## src/sv/filled_circle_span_generator_defines.svh

```systemverilog
// Assertion macros used by the filled circle span generator datapath
`ifndef FILLED_CIRCLE_SPAN_GENERATOR_DEFINES_SVH
`define FILLED_CIRCLE_SPAN_GENERATOR_DEFINES_SVH

// same-cycle implication, disabled during reset
`define FCS_ASSERT_NOW(label, clk, rst, ante, cons, msg) \
  label: assert property (@(posedge clk) disable iff (rst) (ante) |-> (cons)) \
    else $error(msg);

// next-cycle implication, disabled during reset
`define FCS_ASSERT_NEXT(label, clk, rst, ante, cons, msg) \
  label: assert property (@(posedge clk) disable iff (rst) (ante) |=> (cons)) \
    else $error(msg);

`endif

```

## src/sv/fcs_pkg.sv

```systemverilog
// Package: shared constants, state type and control structs of the span generator
`default_nettype none

package fcs_pkg;

  localparam int CoordW  = 14;
  localparam int SpanXyW = 15;
  localparam int RadiusW = 5;
  localparam int ColorW  = 8;
  localparam int WidthW  = 6;
  localparam int SquareW = 2 * RadiusW;
  localparam int BitIdxW = 3;
  localparam int InDataW  = 64;
  localparam int OutDataW = 64;
  localparam int OutPackW = 2 * SpanXyW + WidthW + 3 * ColorW;

  localparam logic [RadiusW-1:0] MAX_RADIUS = 5'd31;
  localparam logic [BitIdxW-1:0] RootMsb    = 3'd4;

  typedef enum logic [2:0] {
    ST_IDLE,
    ST_PREP,
    ST_ROOT,
    ST_EMIT_LO,
    ST_EMIT_HI
  } fcs_state_t;

  typedef struct packed {
    logic load;
    logic prep;
    logic root_step;
    logic emit;
    logic emit_hi;
    logic next_row;
  } fcs_cmd_t;

  typedef struct packed {
    logic row_zero;
    logic row_last;
    logic root_done;
    logic out_free;
  } fcs_sts_t;

endpackage

`default_nettype wire

```

## src/sv/fcs_ctrl.sv

```systemverilog
// Controller: sequences row preparation, square root steps and span emission
`default_nettype none

module fcs_ctrl
  import fcs_pkg::*;
(
  input  wire logic     clk,
  input  wire logic     rst,
  input  wire logic     in_valid,
  output logic          in_ready,
  input  wire fcs_sts_t sts,
  output fcs_cmd_t      cmd
);

  fcs_state_t state, state_next;

  always_ff @(posedge clk) begin
    if (rst) begin
      state <= ST_IDLE;
    end else begin
      state <= state_next;
    end
  end

  always_comb begin
    state_next = state;
    cmd        = '0;
    in_ready   = 1'b0;
    unique case (state)
      ST_IDLE: begin
        in_ready = 1'b1;
        if (in_valid) begin
          cmd.load   = 1'b1;
          state_next = ST_PREP;
        end
      end
      ST_PREP: begin
        cmd.prep   = 1'b1;
        state_next = ST_ROOT;
      end
      ST_ROOT: begin
        cmd.root_step = 1'b1;
        if (sts.root_done) begin
          state_next = ST_EMIT_LO;
        end
      end
      ST_EMIT_LO: begin
        if (sts.out_free) begin
          cmd.emit = 1'b1;
          if (!sts.row_zero) begin
            state_next = ST_EMIT_HI;
          end else if (sts.row_last) begin
            state_next = ST_IDLE;
          end else begin
            cmd.next_row = 1'b1;
            state_next   = ST_PREP;
          end
        end
      end
      ST_EMIT_HI: begin
        if (sts.out_free) begin
          cmd.emit    = 1'b1;
          cmd.emit_hi = 1'b1;
          if (sts.row_last) begin
            state_next = ST_IDLE;
          end else begin
            cmd.next_row = 1'b1;
            state_next   = ST_PREP;
          end
        end
      end
      default: begin
        state_next = ST_IDLE;
      end
    endcase
  end

endmodule

`default_nettype wire

```

## src/sv/fcs_dp.sv

```systemverilog
// Datapath: request hold, row counter, bitwise square root and span output register
`default_nettype none

`include "filled_circle_span_generator_defines.svh"

module fcs_dp
  import fcs_pkg::*;
(
  input  wire logic                clk,
  input  wire logic                rst,
  input  wire logic [InDataW-1:0]  in_data,
  input  wire fcs_cmd_t            cmd,
  output fcs_sts_t                 sts,
  output logic                     out_valid,
  input  wire logic                out_ready,
  output logic [OutDataW-1:0]      out_data,
  output logic                     out_last
);

  logic [CoordW-1:0]     cx;
  logic [CoordW-1:0]     cy;
  logic [RadiusW-1:0]    rad;
  logic [3*ColorW-1:0]   color;
  logic [RadiusW-1:0]    row;
  logic [SquareW-1:0]    num;
  logic [RadiusW-1:0]    res;
  logic [BitIdxW-1:0]    bit_idx;
  logic [OutPackW-1:0]   span;

  logic [RadiusW-1:0]    in_radius;
  logic [RadiusW-1:0]    rad_cap;
  logic [RadiusW-1:0]    cand;
  logic [SquareW-1:0]    cand_sq;
  logic [SquareW-1:0]    num_next;
  logic [SpanXyW-1:0]    span_x;
  logic [SpanXyW-1:0]    span_y;
  logic [WidthW-1:0]     span_w;
  logic                  span_last;

  assign in_radius = in_data[2*CoordW +: RadiusW];
  assign rad_cap   = (in_radius > MAX_RADIUS) ? MAX_RADIUS : in_radius;

  assign cand     = res | (RadiusW'(1) << bit_idx);
  assign cand_sq  = {{RadiusW{1'b0}}, cand} * {{RadiusW{1'b0}}, cand};
  assign num_next = {{RadiusW{1'b0}}, rad} * {{RadiusW{1'b0}}, rad}
                  - {{RadiusW{1'b0}}, row} * {{RadiusW{1'b0}}, row};

  assign span_x = {cx[CoordW-1], cx} - {{(SpanXyW-RadiusW){1'b0}}, res};
  assign span_y = cmd.emit_hi ? ({cy[CoordW-1], cy} + {{(SpanXyW-RadiusW){1'b0}}, row})
                              : ({cy[CoordW-1], cy} - {{(SpanXyW-RadiusW){1'b0}}, row});
  assign span_w = {res, 1'b0};
  assign span_last = cmd.emit_hi ? (row == rad) : ((row == rad) && (row == '0));

  always_ff @(posedge clk) begin
    if (rst) begin
      rad <= '0;
      row <= '0;
    end else if (cmd.load) begin
      rad <= rad_cap;
      row <= '0;
    end else if (cmd.next_row) begin
      row <= row + RadiusW'(1);
    end
  end

  always_ff @(posedge clk) begin
    if (cmd.load) begin
      cx    <= in_data[0 +: CoordW];
      cy    <= in_data[CoordW +: CoordW];
      color <= in_data[2*CoordW+RadiusW +: 3*ColorW];
    end
  end

  always_ff @(posedge clk) begin
    if (cmd.prep) begin
      num     <= num_next;
      res     <= '0;
      bit_idx <= RootMsb;
    end else if (cmd.root_step) begin
      if (cand_sq <= num) begin
        res <= cand;
      end
      bit_idx <= bit_idx - BitIdxW'(1);
    end
  end

  always_ff @(posedge clk) begin
    if (rst) begin
      out_valid <= 1'b0;
    end else if (cmd.emit) begin
      out_valid <= 1'b1;
    end else if (out_ready) begin
      out_valid <= 1'b0;
    end
  end

  always_ff @(posedge clk) begin
    if (cmd.emit) begin
      span     <= {color, span_w, span_y, span_x};
      out_last <= span_last;
    end
  end

  assign out_data = {{(OutDataW-OutPackW){1'b0}}, span};

  assign sts.row_zero  = (row == '0);
  assign sts.row_last  = (row == rad);
  assign sts.root_done = (bit_idx == '0);
  assign sts.out_free  = !out_valid || out_ready;

  `FCS_ASSERT_NOW(a_emit_free, clk, rst, cmd.emit, sts.out_free,
    "span loaded over an untaken span")
  `FCS_ASSERT_NOW(a_row_bound, clk, rst, 1'b1, row <= rad,
    "row offset beyond radius")
  `FCS_ASSERT_NEXT(a_root_floor, clk, rst, cmd.root_step && sts.root_done,
    ({{RadiusW{1'b0}}, res} * {{RadiusW{1'b0}}, res}) <= num,
    "square root exceeds its operand")

endmodule

`default_nettype wire

```

## src/sv/filled_circle_span_generator.sv

```systemverilog
// Top level: filled circle span generator, controller plus datapath
// The first span is registered after the prep state and the square root steps.
// Each row takes a setup step, 5 root steps and 2 spans (one for the center row);
//   a span waits while the output register still holds an untaken span.
// A new request is taken once the last span is loaded, even while it waits.
// Synchronous reset idles the controller and empties the output register.
`default_nettype none

module filled_circle_span_generator
  import fcs_pkg::*;
(
  input  wire logic                clk,
  input  wire logic                rst,
  input  wire logic                s_axis_tvalid,
  output logic                     s_axis_tready,
  // center_x[13:0], center_y[27:14], radius[32:28], red[40:33],
  // green[48:41], blue[56:49], zero fill [63:57]
  input  wire logic [InDataW-1:0]  s_axis_tdata,
  output logic                     m_axis_tvalid,
  input  wire logic                m_axis_tready,
  // span_x[14:0], span_y[29:15], span_width[35:30], span_red[43:36],
  // span_green[51:44], span_blue[59:52], zero fill [63:60]
  output logic [OutDataW-1:0]      m_axis_tdata,
  output logic                     m_axis_tlast
);

  fcs_cmd_t cmd;
  fcs_sts_t sts;

  fcs_ctrl u_ctrl (
    .clk      (clk),
    .rst      (rst),
    .in_valid (s_axis_tvalid),
    .in_ready (s_axis_tready),
    .sts      (sts),
    .cmd      (cmd)
  );

  fcs_dp u_dp (
    .clk       (clk),
    .rst       (rst),
    .in_data   (s_axis_tdata),
    .cmd       (cmd),
    .sts       (sts),
    .out_valid (m_axis_tvalid),
    .out_ready (m_axis_tready),
    .out_data  (m_axis_tdata),
    .out_last  (m_axis_tlast)
  );

endmodule

`default_nettype wire

```

## config.mk

```make
export PLATFORM = sky130hd
export DESIGN_NAME = filled_circle_span_generator
export DESIGN_NICKNAME = d
export VERILOG_FILES = /design/src/sv/fcs_pkg.sv /design/src/sv/fcs_ctrl.sv /design/src/sv/fcs_dp.sv /design/src/sv/filled_circle_span_generator.sv
export VERILOG_INCLUDE_DIRS = /design/src /design/src/sv
export SDC_FILE = /design/constraint.sdc
export NUM_CORES = 1
export LEC_CHECK = 0
export ABC_AREA = 1
export BUFFER_PORTS_ARGS = -buffer_cell sky130_fd_sc_hd__buf_2
export CAP_MARGIN = 10
export CORE_AREA = 4 4 141 143
export CTS_CLUSTER_DIAMETER = 80
export DETAILED_ROUTE_END_ITERATION = 12
export DIE_AREA = 0 0 145 147
export PLACE_DENSITY_LB_ADDON = 0.15
export SLEW_MARGIN = 30
export SYNTH_ARGS = -nofsm -noshare
export SYNTH_HDL_FRONTEND = slang
export SYNTH_SLANG_ARGS = --single-unit
```

## constraint.sdc

```tcl
create_clock -name clk -period 7.15 [get_ports clk]
set_input_delay 0.3575 -clock clk [delete_from_list [all_inputs] [get_ports clk]]
set_output_delay 0.3575 -clock clk [all_outputs]
set_load 0.05 [all_outputs]
```

After elaboration in Yosys (flattened, before gate mapping) --
Index checks and enable logic that the tools add are counted.
Word-level totals: bits in registers 144, bits in latches 0, RAM bits 0, memory bits (read-only) 0, input port bits 68, output and inout bits 67, word-level logic and storage cells 69, memories 0
Operators by class: $add $sub $neg 6, multipliers 3, div/mod/pow operators 0, magnitude comparators 2, equal/unequal tests 9, shift-type cells 1, multiplexer cells 25, bitwise gates (word level) 1, reduce and logical (&&, ||, !) cells 10
Operator list (number):
- multiplier 5 x 5 -> 10 bit | 3
- subtractor 14 x 6 -> 15 bit | 2
- 2-to-1 mux 3 bit | 6
- adder 14 x 6 -> 15 bit | 1
- 2-to-1 mux 15 bit | 1
- case mux 3 bit (5 select lines) | 1
- 2-to-1 mux 1 bit | 14
- <= comparator 10 bit | 1
- subtractor 10 bit | 1
- != test 2 bit, second input constant | 4
- == test 3 x 2 -> 1 bit, second input constant | 2
- logical NOT 3 bit | 2
- adder 5 x 1 -> 5 bit, second input constant | 1
- == test 5 bit | 1
- > comparator 5 bit, second input constant | 1
- logical NOT 5 bit | 1
- 2-to-1 mux 5 bit | 1
- OR 5 bit | 1
- << shifter 1 x 3 -> 5 bit, first input constant | 1
- case mux 1 bit (2 select lines) | 2
- AND reduction 4 bit | 1
- == test 3 x 1 -> 1 bit, second input constant | 1
- == test 3 bit, second input constant | 1
- subtractor 3 x 1 -> 3 bit, second input constant | 1
- 6 further kinds | 6

Longest topological paths before layout --
word-level depth 5, gate-level depth with buffers 27, gate-level depth less buffers 27

By module --
A second synthesis with hierarchy kept.
Unflattened totals: cells, all modules 792, area total of the unflattened synthesis 8186.6 µm²
By module, submodules not included:
- fcs_dp | times used 1, cells an instance 742, area an instance 7910.1 µm², seq. area each 4043.9 µm²
- fcs_ctrl | times used 1, cells an instance 50, area an instance 276.5 µm², seq. area each 60.1 µm²

Worst setup path after synthesis --
OpenSTA, ideal clock, no wires.
path type register to register, start register u_dp.bit_idx[0], end register u_dp.res[0], library setup time 122 ps, arrival 4247 ps, path slack 2781 ps, cell stages (with the launch flop) 28, path buffers 0, clock period less this slack 4369 ps, path through dfxtp_1 -> inv_1 -> ha_1 -> a21oi_1 -> inv_1 -> nand2_1 -> inv_1 -> fa_1 -> inv_1 -> fa_1 -> inv_1 -> ha_1 -> a31o_2 -> ha_1 -> a21oi_1 -> nor2_1 -> a211oi_1 -> nand2_1 -> nand2_1 -> nand2_1 -> ha_1 -> nand2_1 -> nor2_1 -> nand3_1 -> nand3_1 -> nand2_1 -> nand2_1 -> a21oi_1
Between the ends: longest elaborated chain between the ends 5
RTL lines:
- start: declaration | RTL line fcs_dp.sv:27 | logic [BitIdxW-1:0] bit_idx;
- start signal: assignment | RTL line fcs_dp.sv:78 | bit_idx <= RootMsb;
- start signal: assignment | RTL line fcs_dp.sv:83 | bit_idx <= bit_idx - BitIdxW'(1);
- << shifter 1 x 3 -> 5 bit * | RTL line fcs_dp.sv:43 | assign cand = res | (RadiusW'(1) << bit_idx);
- OR 5 bit * | RTL line fcs_dp.sv:43
- multiplier 5 x 5 -> 10 bit | RTL line fcs_dp.sv:44 | assign cand_sq = {{RadiusW{1'b0}}, cand} * {{RadiusW{1'b0}}, cand};
- <= comparator 10 bit | RTL line fcs_dp.sv:80 | if (cand_sq <= num) begin
- AND reduction 2 bit (no line)
- end signal: assignment | RTL line fcs_dp.sv:81 | res <= cand;
- end: declaration | RTL line fcs_dp.sv:26 | logic [RadiusW-1:0] res;
Every way passes the cells marked *; elsewhere a longest branch is shown, timed or not. A chain may end at the register's enable or synchronous reset.

Worst setup path in the final report --
Ends and elaborated chain as after synthesis.

==> metrics.yaml <==
run_status:
  status: "complete, no violations"
clock_tree:
  clkLatencyLatePin_ns: 0.41
  clock-sinks: 144
  cts_root_buf: "clkbuf_16"
  cts-buffers-inserted: 17
  ctsHoldBuffers: 0
  cts_setup_buffers: 0
  clk_pin_slew_ns: 0.06
  clockBufferDepth: 2
  cts_tree: "done"
  htreeDepth: 4
  cts_resized: 0
hold_path:
  hold_path.class: "primary input to flip-flop"
die:
  die_x_um: 145
  start_util_pct: 44.3
  die_h_um: 147
  rows: 50
  coreArea_sq_um: 18600
  io_pins: 135
  dieArea_sq_um: 21300
synthesis:
  netlist_top_cells_count: "146 x nand2_1, 126 x inv_1, 122 x edfxtp_1"
  yosysWarnings: 0
  synthCells: 786
  synth_area_leaders: "edfxtp_1 45%, ha_1 12%, nand2_1 6.7%"
  async_flop_share_pct: 0
  seq_area_frac_synth_pct: 49.9
  synth_ff_type: "edfxtp_1"
  synth-edff-count: 122
  netlist.area_leader.share_pct: 44.6
  synth_most_common_cell: "nand2_1"
  synth_top_area_cell: "edfxtp_1"
  synth_cell_types: 37
  ys_seq_elements: 144
  syn_avg_cell_area_sq_um: 10.5
  syn_area_sq_um: 8220
layout:
  fillers: 1656
  finish.utilization_pct: 52.2
  drive_gt1_share_pct: 19.2
  syn2layout_area_growth_pct: 18.0
  nets: 1100
detailed_routing:
  wl_um: 15800
  wl_per_cell_um: 13.5
  dr.pass1.iters: 6
  vias: 5552
  drtAntennaViolNets: 0
  drcViolationCount: 0
  viasPerCell: 4.74
  drt_iter0_drc: 290
placed_design:
  dpl.hpwl_um: 12500
  numPortBuffers: 122
  routabilityCongestion: 0.873
grt:
  grt_use_total_pct: 15.3
  grtUsageMet3_pct: 4.38
  use_met2_pct: 25.2
  grt_util_met1_pct: 19.9
  top_usage_layer: "met2"
  grt_pass1_vias: 5428
  antenna_found_initial: 0
  grt_max_degree: 45
  grt_first_pass_wirelength_um: 26400
  gr-total-overflow: 0
critical_path:
  path_class: "flip-flop to flip-flop"
  critPathCaptureType: "flip-flop"
  crit_required_ns: 7.44
  cp_data_arrival_time_ns: 5.21
  path_max_fanout: 6
  startpoint_type: "flip-flop"
power_and_ir_drop:
  leakage_nw: 4.64
  intPower_w: 0.00237
  clkPwrFrac_pct: 21.9
  power_frac_comb_pct: 43.9
  total_power_w: 0.00403
  ir_worst_vdd_uv: 202
  p_sw_share_pct: 41.3
  p_switching_w: 0.00167
  powerDensity_nw_per_um2: 416
  p_seq_share_pct: 34.3
timing:
  finClkSkew_ns: 0.0101
  maxSlewHeadroom_pct: 42.0
  finalSetupTns_ns: 0
  layout_worst_path_cycle_share_pct: 68.7
  drv_slew: 0
  period_minus_slack_ns: 4.92
  tightest_slew_ns: 0.865
  rsz0062_at_grt: "false"
  max_freq_mhz: 203
  finalSetupViolations: 0
  hold_viol_final: 0
job:
  maxCapViolations: 0
==> power groups by stage <==
stage / clock network, W / logic, W / registers (W)
after floorplan: 0 / 0.00107 / 0.00172
after global placement: 0 / 0.00177 / 0.00139
after detailed placement: 0 / 0.00179 / 0.00140
after CTS: 0.000906 / 0.00180 / 0.00138
after global routing: 0.000951 / 0.00202 / 0.00141
final: 0.000882 / 0.00177 / 0.00138
==> critical path: stages, from the launching register on <==
cell      delay (ns)
dfxtp_1         0.36
inv_1           0.11
ha_1            0.23
a21oi_1         0.21
inv_1           0.15
nand2_1         0.08
inv_1           0.05
fa_1            0.50
inv_1           0.05
fa_1            0.50
inv_1           0.04
ha_1            0.27
a31o_2          0.25
ha_1            0.19
a21oi_1         0.23
nor2_1          0.07
a211oi_1        0.23
nand2_1         0.08
nand2_1         0.06
nand2_1         0.06
ha_1            0.29
nand2_1         0.07
nor2_1          0.22
nand3_1         0.10
nand3_1         0.09
nand2_1         0.05
nand2_1         0.16
a21oi_1         0.10
==> sequential cells by signal, indices dropped and copies added, names as in the netlist <==
name            count
u_dp.span          59
u_dp.color         24
u_dp.cx            14
u_dp.cy            14
u_dp.num           10
u_dp.rad            5
u_dp.res            5
u_dp.row            5
u_ctrl.state        3
u_dp.bit_idx        3
u_dp.out_last       1
u_dp.out_valid      1
==> per-stage QoR <==
step	instances	setup WS, ns	hold WS, ns	area [sq um]
2_1_floorplan	790	2.78	0.400	8240
3_3_place_gp	1139	2.29	0.401	9100
3_5_place_dp	1139	2.23	0.405	9100
4_1_cts	1170	2.22	0.0909	9700
5_1_grt	1170	1.74	0.0839	9700
6_report	1171	2.23	0.113	9710
==> logic make-up after synthesis <==
logic type,after synthesis,synth area share (%)
buffers and inverters,142,6.79
AOI/OAI and AO/OA,87,6.07
and+or+nand+nor,259,13.5
adders and majority gates,108,18.9
DFF,144,49.9
xor gates and xnor gates,45,4.79
other,1,0.0456
==> path summary, 6_finish.rpt <==
kind / start / to / slack (ns) / depth (start not counted)
setup reg to reg: u_dp.bit_idx[0] / u_dp.res[0] / 2.23 / 27
setup / recovery: u_dp.bit_idx[0] / u_dp.res[0] / 2.23 / 27
hold reg to reg: u_dp.color[9] / u_dp.span[45] / 0.41 / 0
hold / removal: s_axis_tdata[14] / u_dp.cy[0] / 0.11 / 1
==> cells in the final DEF (no fill, tap or decap), types with 3 or more instances in the layout <==
cell type,n
a21o_1,3
a21oi_1,50
a31oi_1,3
buf_2,122
clkbuf_16,17
conb_1,5
dfxtp_1,22
edfxtp_1,122
fa_1,27
ha_1,81
inv_1,126
inv_2,7
inv_6,6
nand2_1,146
nand3_1,31
nand3_2,4
nand3b_1,3
nand4_1,13
nor2_1,50
nor3_1,4
o21ai_0,12
o21ai_1,9
xnor2_1,12
xor2_1,33
==> layer usage <==
metal	wire length, um	up-vias	part of all wire (%)
li1	-	2890	-
met1	7190	2518	45
met2	7470	132	47
met3	939	12	5.9
met4	223	0	1.4
met5	0	-	0
==> layout make-up <==
type / instances / area, sq um / share of cell area (%)
flip-flops and latches: 144 / 4100 / 42.3
well taps: 234 / 293 / 3.02
multi-input cells: 504 / 3580 / 36.9
repair buffers: 124 / 626 / 6.45
diodes: 1 / 2.50 / 0.0258
clock inverters: 14 / 173 / 1.78
clock buffers: 17 / 425 / 4.38
inverters: 133 / 499 / 5.14
No activity file was read; power rests on OpenSTA's default activity.
